[src/rtl/assert_macros.svh]
// Assertion helpers for the index converter.
`ifndef ASSERT_MACROS_SVH
`define ASSERT_MACROS_SVH
`ifndef NO_ASSERTIONS
// Checked only outside reset.
`define MRC_ASSERT(label, prop, msg) \
  label: assert property (@(posedge clk) disable iff (!rst_n) prop) else $error(msg);
// Checked during reset as well.
`define MRC_ASSERT_ALWAYS(label, prop, msg) \
  label: assert property (@(posedge clk) prop) else $error(msg);
`else
`define MRC_ASSERT(label, prop, msg)
`define MRC_ASSERT_ALWAYS(label, prop, msg)
`endif
`endif

[src/rtl/mrc_pkg.sv]
package mrc_pkg;

  localparam int MAX_DIGITS  = 4;
  localparam int NUM_DIGITS  = 4;
  localparam int STEPS_PER_D = 4;
  localparam int BITS_PER_ST = 32 / STEPS_PER_D;
  localparam int NUM_STAGES  = NUM_DIGITS * STEPS_PER_D;
  localparam int SLOT_W      = 2;

  localparam logic OP_SPLIT   = 1'b0;
  localparam logic OP_COMBINE = 1'b1;

  typedef logic [SLOT_W-1:0] slot_t;

  typedef struct packed {
    logic                        valid;
    logic                        op;
    logic [31:0]                 idx;
    logic [MAX_DIGITS-1:0][7:0]  din;
    logic [31:0]                 w;
    logic [7:0]                  rem;
    logic [MAX_DIGITS-1:0][7:0]  dout;
    logic                        flag;
  } stage_t;

  // Per-stage control, fixed at elaboration.
  typedef struct packed {
    logic  first;
    logic  last;
    logic  mul_en;
    slot_t sdig;
    slot_t cdig;
    logic  final_grp;
  } stage_ctl_t;

  function automatic logic [7:0] eff_radix(input logic [7:0] r);
    eff_radix = (r == 8'd0) ? 8'd1 : r;
  endfunction

endpackage

[src/rtl/mrc_div_stage.sv]
module mrc_div_stage (
  input  logic               clk,
  input  logic               rst_n,
  input  logic               ce,
  input  mrc_pkg::stage_ctl_t ctl,
  input  logic [7:0]         div,
  input  logic [7:0]         mul_radix,
  input  mrc_pkg::stage_t    s_i,
  output mrc_pkg::stage_t    s_o
);

  logic            valid_r;
  mrc_pkg::stage_t pay_r;
  mrc_pkg::stage_t pay_nxt;

  always_comb begin
    logic [31:0] w;
    logic [7:0]  rem;
    logic [8:0]  r9;
    logic [39:0] prod;
    pay_nxt = s_i;
    w       = s_i.w;
    rem     = ctl.first ? 8'd0 : s_i.rem;
    r9      = 9'd0;
    prod    = 40'd0;
    if (s_i.op == mrc_pkg::OP_SPLIT) begin
      // restoring long division, a byte of quotient per stage
      for (int b = 0; b < mrc_pkg::BITS_PER_ST; b++) begin
        r9 = {rem, w[31]};
        w  = {w[30:0], 1'b0};
        if (r9 >= {1'b0, div}) begin
          r9   = r9 - {1'b0, div};
          w[0] = 1'b1;
        end
        rem = r9[7:0];
      end
      pay_nxt.w   = w;
      pay_nxt.rem = rem;
      if (ctl.last) begin
        pay_nxt.dout[ctl.sdig] = rem;
        if (ctl.final_grp) pay_nxt.flag = (w != 32'd0);
      end
    end else if (ctl.first && ctl.mul_en) begin
      // Horner step: acc * radix + next digit
      prod      = s_i.w * mul_radix;
      pay_nxt.w = prod[31:0] + {24'd0, s_i.din[ctl.cdig]};
    end
  end

  always_ff @(posedge clk) begin
    if (!rst_n) begin
      valid_r <= 1'b0;
    end else if (ce) begin
      valid_r <= s_i.valid;
    end
  end

  always_ff @(posedge clk) begin
    if (ce) pay_r <= pay_nxt;
  end

  always_comb begin
    s_o       = pay_r;
    s_o.valid = valid_r;
  end

endmodule

[config.mk]
export PLATFORM = sky130hd
export DESIGN_NAME = mrc_div_stage
export DESIGN_NICKNAME = d
export VERILOG_FILES = /design/src/rtl/assert_macros.svh /design/src/rtl/mrc_pkg.sv /design/src/rtl/mrc_div_stage.sv
export SDC_FILE = /design/constraint.sdc
export NUM_CORES = 1
export LEC_CHECK = 0
export BUFFER_PORTS_ARGS = -buffer_cell sky130_fd_sc_hd__clkbuf_2
export CORE_AREA = 2 2 185 187
export DETAILED_ROUTE_END_ITERATION = 10
export DIE_AREA = 0 0 187 189
export PLACE_DENSITY_LB_ADDON = 0.05
export SLEW_MARGIN = 0
export SYNTH_ARGS = -nofsm -noshare
export SYNTH_HDL_FRONTEND = slang
export SYNTH_SLANG_ARGS = --single-unit
[constraint.sdc]
create_clock -name clk -period 44.7 [get_ports clk]
set_clock_uncertainty 0.05 [all_clocks]
set_input_delay 2.235 -clock clk [delete_from_list [all_inputs] [get_ports clk]]
set_output_delay 2.235 -clock clk [all_outputs]
set_load 0.01 [all_outputs]
## After elaboration in Yosys (flattened, before gate mapping)

Index checks and enable logic that the tools add are counted.
Widths: inputs -> output; s select.

- Add/sub/neg operators: 9
- $mul: 1
- $lt $le $gt $ge: 11
- Multiplexer cells: 43
- Reductions and logical operators: 3

Operator list:

| cell | count |
|---|---|
| $mux 8 | 19 |
| $ge 9x8->1 | 8 |
| $mux 32 | 2 |
| $sub 8x8->8 | 8 |
| $mux 41 | 1 |
| $mux 33 | 1 |
| $add 32x8->32 | 1 |
| $bwmux 32 | 1 |
| $mul 32x8->32 | 1 |
| $reduce_bool 32->1 | 1 |
| $mux 1 | 17 |
| $bmux 8 s2 | 1 |
| $demux 8 s2 | 1 |
| $lt 2x3->1 const B | 2 |
| $ge 2x1->1 const B | 1 |
| $logic_and 1x1->1 | 2 |

- Flip-flop bits (word level): 139
- Bits of input ports: 166
- Output and inout port bits: 139

## Logic depth before layout (Yosys ltp)

Gate-level depths: netlist (run 1).

- Word-level depth: 29
- Mapped depth: 92

## Least setup slack after synthesis (run 1)

No wires, ideal clock.

- Kind: input port to flip-flop
- From: input div[1]
- To: register pay_r (netlist bit s_o[34]), data pin
- Library setup time: 0.272 ns
- Arrival: 20.108 ns
- Required time: 44.378 ns
- Slack: 24.270 ns
- Stages on the path: 90
- Buffers on the path: 6
- Path through: inv_1 ha_1 nor2b_1 o221ai_1 nand4_1 a21oi_2 buf_4 nor2_1 a21oi_1 inv_1 ha_1 nor2b_1 o31a_1 o31ai_1 a21oi_1 a2111oi_4 o21ai_2 mux2i_1 (+54 left out) nor3b_1 o211ai_1 and2_1 buf_2 a21oi_1 ha_1 a21o_1 a21o_1 a21oi_1 o21bai_1 a21o_1 a21oi_1 o21ai_0 a21o_1 a211oi_2 buf_4 mux2i_1 mux2i_1

RTL lines:

| element | RTL line | source |
|---|---|---|
| start: declaration | mrc_div_stage.sv:6 | `input logic [7:0] div,` |
| end signal: assignment | mrc_div_stage.sv:59 | `if (ce) pay_r <= pay_nxt;` |
| end: declaration | mrc_div_stage.sv:13 | `mrc_pkg::stage_t pay_r;` |

==> results.md, run 1 <==
- Max Cap Viol: 0
- Worst path slowest cell: a211oi_2
- Final Hold Fails: 0
- IO Pins: 305
- Cell variety after synth: 72
- Hold Path Origin: valid_r$_SDFFE_PN0P_
- Clk Latency, worst-skew pair: 430 ps
- Worst EP required: 44790 ps
- Worst-path clk slew: 60 ps
- Vias in the first global route: 13662
- Clock sink total: 139
- Reg-to-reg slack, setup: 44050 ps
- Placed cell areas: 0.0182 mm2
- Number of gates resized after cts: 0
- Share of layout cells above drive strength 1: 20.4%
- Worst hold path class: reg2reg
- Iter 0 DRT Violations: 851
- Top-count cell post-synth: inv_1
- Via count: 13527
- Post-Synth Adder-Cell Area: 30.6%
- Worst-path maximum fanout: 16
- Drt drc: 0
- Total placed cells including tap cells: 2399
- Area grow syn2layout: 14.7%
- Seq/Total Area, Yosys: 25.3%
- Netlist Area Pre-Place: 0.0164 mm2
- Worst hold stages: 2
- Synthesized area per cell: 9.55 um2
- # H-tree levels: 4
- Total GRT Usage: 29.2%
- Dominant cells by area after synthesis: edfxtp_1 (25%), fa_1 (21%), ha_1 (9.7%)
- Fmax: 0.0413 GHz
- CP dominant cell by count: a21oi_1
- Post-CTS Setup Inserts: 0
- CTS Buf Count: 17
- Grt ovf: 0
- CTS tree: done
- End of the worst hold path: valid_r$_SDFFE_PN0P_
- CP Launch Type: input pin
- Critical R2R Capture: valid_r$_SDFFE_PN0P_
- Post-synthesis mux area share: 4.74%
- CTS Root Cell: clkbuf_16
- Slowest stage delay, CP: 950 ps
- Post-synth top cells: inv_1 (246), nand2_1 (187), fa_1 (171), edfxtp_1 (138), and2_1 (137)
- Synth top area share: 25.2%
- Post-synthesis compound-gate area fraction: 11.5%
- Synth area leader: edfxtp_1
- Min Clock Period, post-route: 24190 ps
- Slew @ Worst Pin: 1170 ps
- Crit end category: flip-flop
- Post-Synth XOR/XNOR Area: 4.10%
- Final-stage net count: 2434
- Crit path DAT: 24290 ps
- Status: complete, no violations
- Pins Over Slew Limit: 0
- Synth Flop Type: edfxtp_1
- #FFs+latches synth: 139
- Final WL: 50700 um
- Global-route wire length before repair: 78200 um
- Die X-Extent: 187 um
- EDFF count, synth: 138
- Die Ht: 189 um
- Routed len/inst: 20.8 um
- Core Rows: 67
- Syn Nets: 2184
- Hold-fix buffers, CTS: 0
- Reg2reg path depth: 2
- I/O Buffers: 304
- RSZ-0062 raised after global routing: false
- Initial antenna violation count: 3
- Cells after synthesis: 1720
- DR vias/cell: 5.56
- Util after Layout: 56.6%
- DPL Wire Length: 38800 um
- Largest net degree at the start of global routing: 81
- Routability Congestion: 0.931
- Max_slew headroom: 22.1%
- Floorplan Core Area: 0.0333 mm2
- DRT antenna net count: 0
- CTS Buffer Depth: 2
- Main combinational cell family by area after synthesis: adder cells
- Final setup viols: 0
- Post-Layout Cell Count: 2434
- Critical path class: in2reg
- Die area: 0.0353 mm2
- Asr flop ratio synth: 0%
- Post-Synth Simple-Gate Area: 16.1%
- Yosys warns: 0
- Initial core utilization: 49.4%
- Setup TNS: 0 ps
- RR Startpoint: valid_r$_SDFFE_PN0P_
- Design Area, Final: 0.0188 mm2
- Pre-antenna DRT Iters: 5
- Tcrit/Tclk final: 54.1%
==> worst max path at each step <==
stage,from,end,cells past startpoint
3_5_place_dp,div[1],s_o[34]$_DFFE_PP_,85
2_1_floorplan,div[1],s_o[34]$_DFFE_PP_,90
6_report,div[1],s_o[34]$_DFFE_PP_,85
3_3_place_gp,div[1],s_o[34]$_DFFE_PP_,85
5_1_grt,div[1],s_o[18]$_DFFE_PP_,85
4_1_cts,div[1],s_o[34]$_DFFE_PP_,85
==> per-stage QoR <==
step	hold slack, ps	setup slack, ps
final	480	20510
after global routing	522	18590
after CTS	481	20780
after detailed placement	462	20400
after global placement	456	21150
after floorplan	434	24270
==> layer usage <==
| metal | share of wire [%] | GRT usage (%) |
|---|---|---|
| met5 | 0 | 0 |
| met3 | 5.9 | 4.78 |
| met2 | 50 | 50.5 |
| met1 | 40 | 36.2 |
| met4 | 4.1 | 12.5 |
==> kinds of logic (layout without fill, tap and decap cells) <==
logic type / after synthesis / in the layout
compound gates: 288 / 288
xor+xnor: 77 / 77
fa+ha+maj: 299 / 299
buf+inv: 328 / 591
flops: 139 / 139
mux: 59 / 59
other cells: 0 / 3
simple gates: 530 / 530
==> critical path, delay by kind of cell <==
family                     cells  cell delay, ps
AOI/OAI and AO/OA             52           13180
adders and majority gates      8            2530
buffers and inverters          3             940
muxes                          6            2160
and+or+nand+nor               16            3200
==> registers in the layout, indices dropped and copies added (netlist names) <==
signal,flops
s_o,138
valid_r,1
==> cell type report <==
type / count / area, um2
timing repair buffer: 312 / 1590
clock buffer: 18 / 439
fill: 3026 / 14400
clock inverter: 14 / 151
tap: 448 / 561
multi-input combinational: 1253 / 11000
sequential: 139 / 4160
inverter: 247 / 927
antenna: 3 / 7.51
==> layout by cell type, fill, tap and decap left out, types with 7 or more instances in the layout <==
cell	n
clkbuf_2	302
inv_1	246
nand2_1	187
fa_1	171
edfxtp_1	138
and2_1	137
ha_1	127
a21oi_1	85
nor2_1	79
xnor2_1	53
o21ai_0	51
o221ai_1	29
nor2b_1	26
xor2_1	24
mux2_2	22
a21o_1	21
nand3_1	21
mux2i_1	20
clkbuf_16	17
o21ai_1	14
nand2b_1	13
nand4_1	13
a31oi_1	13
o211ai_1	10
nor3_1	10
a211oi_1	9
o21bai_1	8
a21boi_0	8
mux4_2	8
buf_4	8
nor4_1	7
mux2_4	7
Power of run 1 is not shown: default switching activity piles up to over one toggle a cycle in this logic, so the estimate is an artifact.
==> run 2: changes to the inputs <==
--- a/config.mk
+++ b/config.mk
@@ -5,10 +5,11 @@
 export SDC_FILE = /design/constraint.sdc
 export NUM_CORES = 1
 export LEC_CHECK = 0
+export ABC_AREA = 1
 export BUFFER_PORTS_ARGS = -buffer_cell sky130_fd_sc_hd__clkbuf_2
-export CORE_AREA = 2 2 185 187
+export CORE_AREA = 2 2 188 190
 export DETAILED_ROUTE_END_ITERATION = 10
-export DIE_AREA = 0 0 187 189
+export DIE_AREA = 0 0 190 192
 export PLACE_DENSITY_LB_ADDON = 0.05
 export SLEW_MARGIN = 0
 export SYNTH_ARGS = -nofsm -noshare
==> constraint.sdc (replaced) <==
create_clock -name clk -period 20.1 [get_ports clk]
set_clock_uncertainty 0.05 [all_clocks]
set_input_delay 1.005 -clock clk [delete_from_list [all_inputs] [get_ports clk]]
set_output_delay 1.005 -clock clk [all_outputs]
set_load 0.01 [all_outputs]
==> run 2 against run 1 <==
  * First-iteration DRC count up 12%
  * Non-clock buffer count grew 6
  * Via count is 8.7% higher
  * Sequential cell count is the same
  * Global-route usage down 0.50 points
  * Synthesized cell count rose by 24%
  * Sequential share of layout area decreased by 0.78 points
  * Worst hold slack better by 22 ps
  * Cell count increased by 17%
  * Critical path depth increased by 22
  * Clock-buffer cell count decreased by 1
  * Area after synthesis increased by 4.0%
  * Critical path type unchanged
  * Largest cell class unchanged
==> results.md, run 2 <==
- Status: complete, no violations
- RSZ-0062 raised after global routing: false
- Syn Nets: 2598 (+19%)
- Setup TNS: 0 ps (unchanged)
- Yosys warns: 0 (unchanged)
- Final worst slack: 3220 ps (-17290 ps)
- Crit end category: flip-flop
- Routability Congestion: 0.951 (+2.2%)
- Met1 usage: 35.8% (-0.41 points)
- DRT antenna net count: 0 (unchanged)
- Ant. Diodes: 0 (-3)
- I/O Buffers: 304 (unchanged)
- # H-tree levels: 4 (unchanged)
- Most common cell after layout, fill and taps aside: inv_1
- Iter 0 DRT Violations: 951 (+12%)
- Final Hold Fails: 0 (unchanged)
- Min Clock Period, post-route: 16880 ps
- CTS Root Cell: clkbuf_16
- Initial antenna violation count: 2 (-1)
- Final WL: 52100 um (+2.8%)
- Synth area leader: edfxtp_1
- Synth Flop Type: edfxtp_1
- Die Ht: 192 um (+1.6%)
- Largest net degree at the start of global routing: 79 (-2.5%)
- Crit path DAT: 17000 ps (-7290 ps)
- Synthesized area per cell: 8.01 um2 (-16%)
- Worst-path maximum fanout: 16 (unchanged)
- GRT met3 Usage: 3.84% (-0.95 points)
- CTS Buffer Depth: 2 (unchanged)
- Util after Layout: 57.0% (+0.35 points)
- Share of layout cells above drive strength 1: 18.3% (-2.1 points)
- Worst-path clk slew: 70 ps (about the same)
- Number of gates resized after cts: 0 (unchanged)
- CP Launch Type: input pin
- Post-synth top cells: inv_1 (516), nand2_1 (475), fa_1 (171), edfxtp_1 (138), ha_1 (127)
- Core Rows: 68 (+1.5%)
- CP dominant cell by count: nand2_1
- Final-stage net count: 2849 (+17%)
- Global-route wire length before repair: 80000 um (+2.3%)
- Slew @ Worst Pin: 1070 ps (-94.9 ps)
- EDFF count, synth: 138 (unchanged)
- Floorplan Core Area: 0.0343 mm2 (+3.0%)
- Worst path slowest cell: a311oi_1
- Netlist Area Pre-Place: 0.0171 mm2 (+4.0%)
- Crit-path leading delay family: simple AND/OR/NAND/NOR gates
- Initial core utilization: 49.8% (+0.46 points)
- Tcrit/Tclk final: 84.0%
- CTS Buf Count: 17 (unchanged)
- Critical path class: in2reg
- Worst hold path class: reg2reg
- DPL Wire Length: 41300 um (+6.4%)
- Number of flip-flops in the largest register: 138 (unchanged)
- Slowest stage delay, CP: 490 ps (-460 ps)
- Top-count cell post-synth: inv_1
- Via count: 14706 (+8.7%)
- Grt ovf: 0 (unchanged)
- CTS tree: done
- GRT met2 Usage: 51.2% (+0.71 points)
- Drt drc: 0 (unchanged)
- Seq/Total Area, Yosys: 24.4% (-0.97 points)
- Pins Over Slew Limit: 0 (unchanged)
- Buf/Inv on CP: 15 (+12)
- Clock sink total: 139 (unchanged)
- Area grow syn2layout: 14.3%
- Fmax: 0.0592 GHz
- DR vias/cell: 5.15 (-7.3%)
- Die area: 0.0365 mm2 (+3.2%)
- Cell variety after synth: 52 (-28%)
- Post-CTS Setup Inserts: 0 (unchanged)
- Worst EP required: 20220 ps (-24570 ps)
- Hold-fix buffers, CTS: 0 (unchanged)
- #FFs+latches synth: 139 (unchanged)
- IO Pins: 305 (unchanged)
- Total GRT Usage: 28.7% (-0.50 points)
- Cells after synthesis: 2134 (+24%)
- Dominant cells by area after synthesis: edfxtp_1 (24%), fa_1 (20%), inv_1 (11%)
- Pre-antenna DRT Iters: 5 (unchanged)
- Die X-Extent: 190 um (+1.6%)
- Routed len/inst: 18.3 um (-12%)
- Most frequent cells in the layout: inv_1 (516), nand2_1 (475), clkbuf_2 (303), fa_1 (171), edfxtp_1 (138)
- Clk Latency, worst-skew pair: 430 ps (about the same)
- Final setup viols: 0 (unchanged)
- Grt peak-use layer: met2
- Asr flop ratio synth: 0% (unchanged)
- Synth top area share: 24.3% (-0.97 points)
- Max Cap Viol: 0 (unchanged)
- Max_slew headroom: 28.5% (+6.5 points)
- Pre-CTS setup slack: 2990 ps (-17410 ps)
- Vias in the first global route: 14906 (+9.1%)
==> run 2: changes by cell type in the layout (fill, tap and decap cells not counted), moves of 24 or more <==
cell      before  now
nand2_1      187  475
inv_1        246  516
and2_1       137    3
nor2b_1       26    0
o221ai_1      29    1
nand3_1       21   80
o21ai_0       51   82
a21oi_1       85  109
xor2_1        24   51
==> run 2: worst min-delay path: stages, from the launching register on <==
cell and delay, ps:
dfxtp_1 310, o21ai_0 160, a21oi_1 40
==> run 2: cell families after synthesis <==
kind of cell	Yosys count	share of synthesized area (%)
DFF	139	24.4
and+or+nand+nor	743	19.6
buffers and inverters	611	14.0
AOI/OAI and AO/OA	262	8.60
xor gates and xnor gates	81	4.15
adders and majority gates	298	29.3
==> run 2: area by class of cell <==
class / instances / area (um2)
fillers: 3230 / 14800
well taps: 455 / 569
clock inverters: 15 / 218
repair buffers: 318 / 1630
inverters: 525 / 1980
multi-input cells: 1384 / 10600
flip-flops and latches: 139 / 4160
clock buffers: 17 / 425
==> run 2: through the flow <==
step | cells | area [um2] | hold WS (ps)
2_1_floorplan | 2134 | 17100 | 452
3_3_place_gp | 2821 | 18900 | 475
3_5_place_dp | 2821 | 18900 | 482
4_1_cts | 2853 | 19500 | 497
5_1_grt | 2853 | 19500 | 581
6_report | 2853 | 19500 | 501
==> run 2: final timing paths <==
path	startpoint	end	slack (ps)	cells after the start
setup reg to reg	valid_r$_SDFFE_PN0P_	valid_r$_SDFFE_PN0P_	19400	2
setup / recovery	div[2]	s_o[16]$_DFFE_PP_	3220	107
hold reg to reg	valid_r$_SDFFE_PN0P_	valid_r$_SDFFE_PN0P_	500	2
hold / removal	valid_r$_SDFFE_PN0P_	valid_r$_SDFFE_PN0P_	500	2
==> run 2: layer usage <==
layer | wire length [um] | part of all wire [%] | up-vias
li1 | - | - | 7072
met1 | 21400 | 41 | 7075
met2 | 26100 | 50 | 486
met3 | 3210 | 6.2 | 69
met4 | 1400 | 2.7 | 4
met5 | 25 | 0.048 | -
Power of run 2 is left out for the same reason.
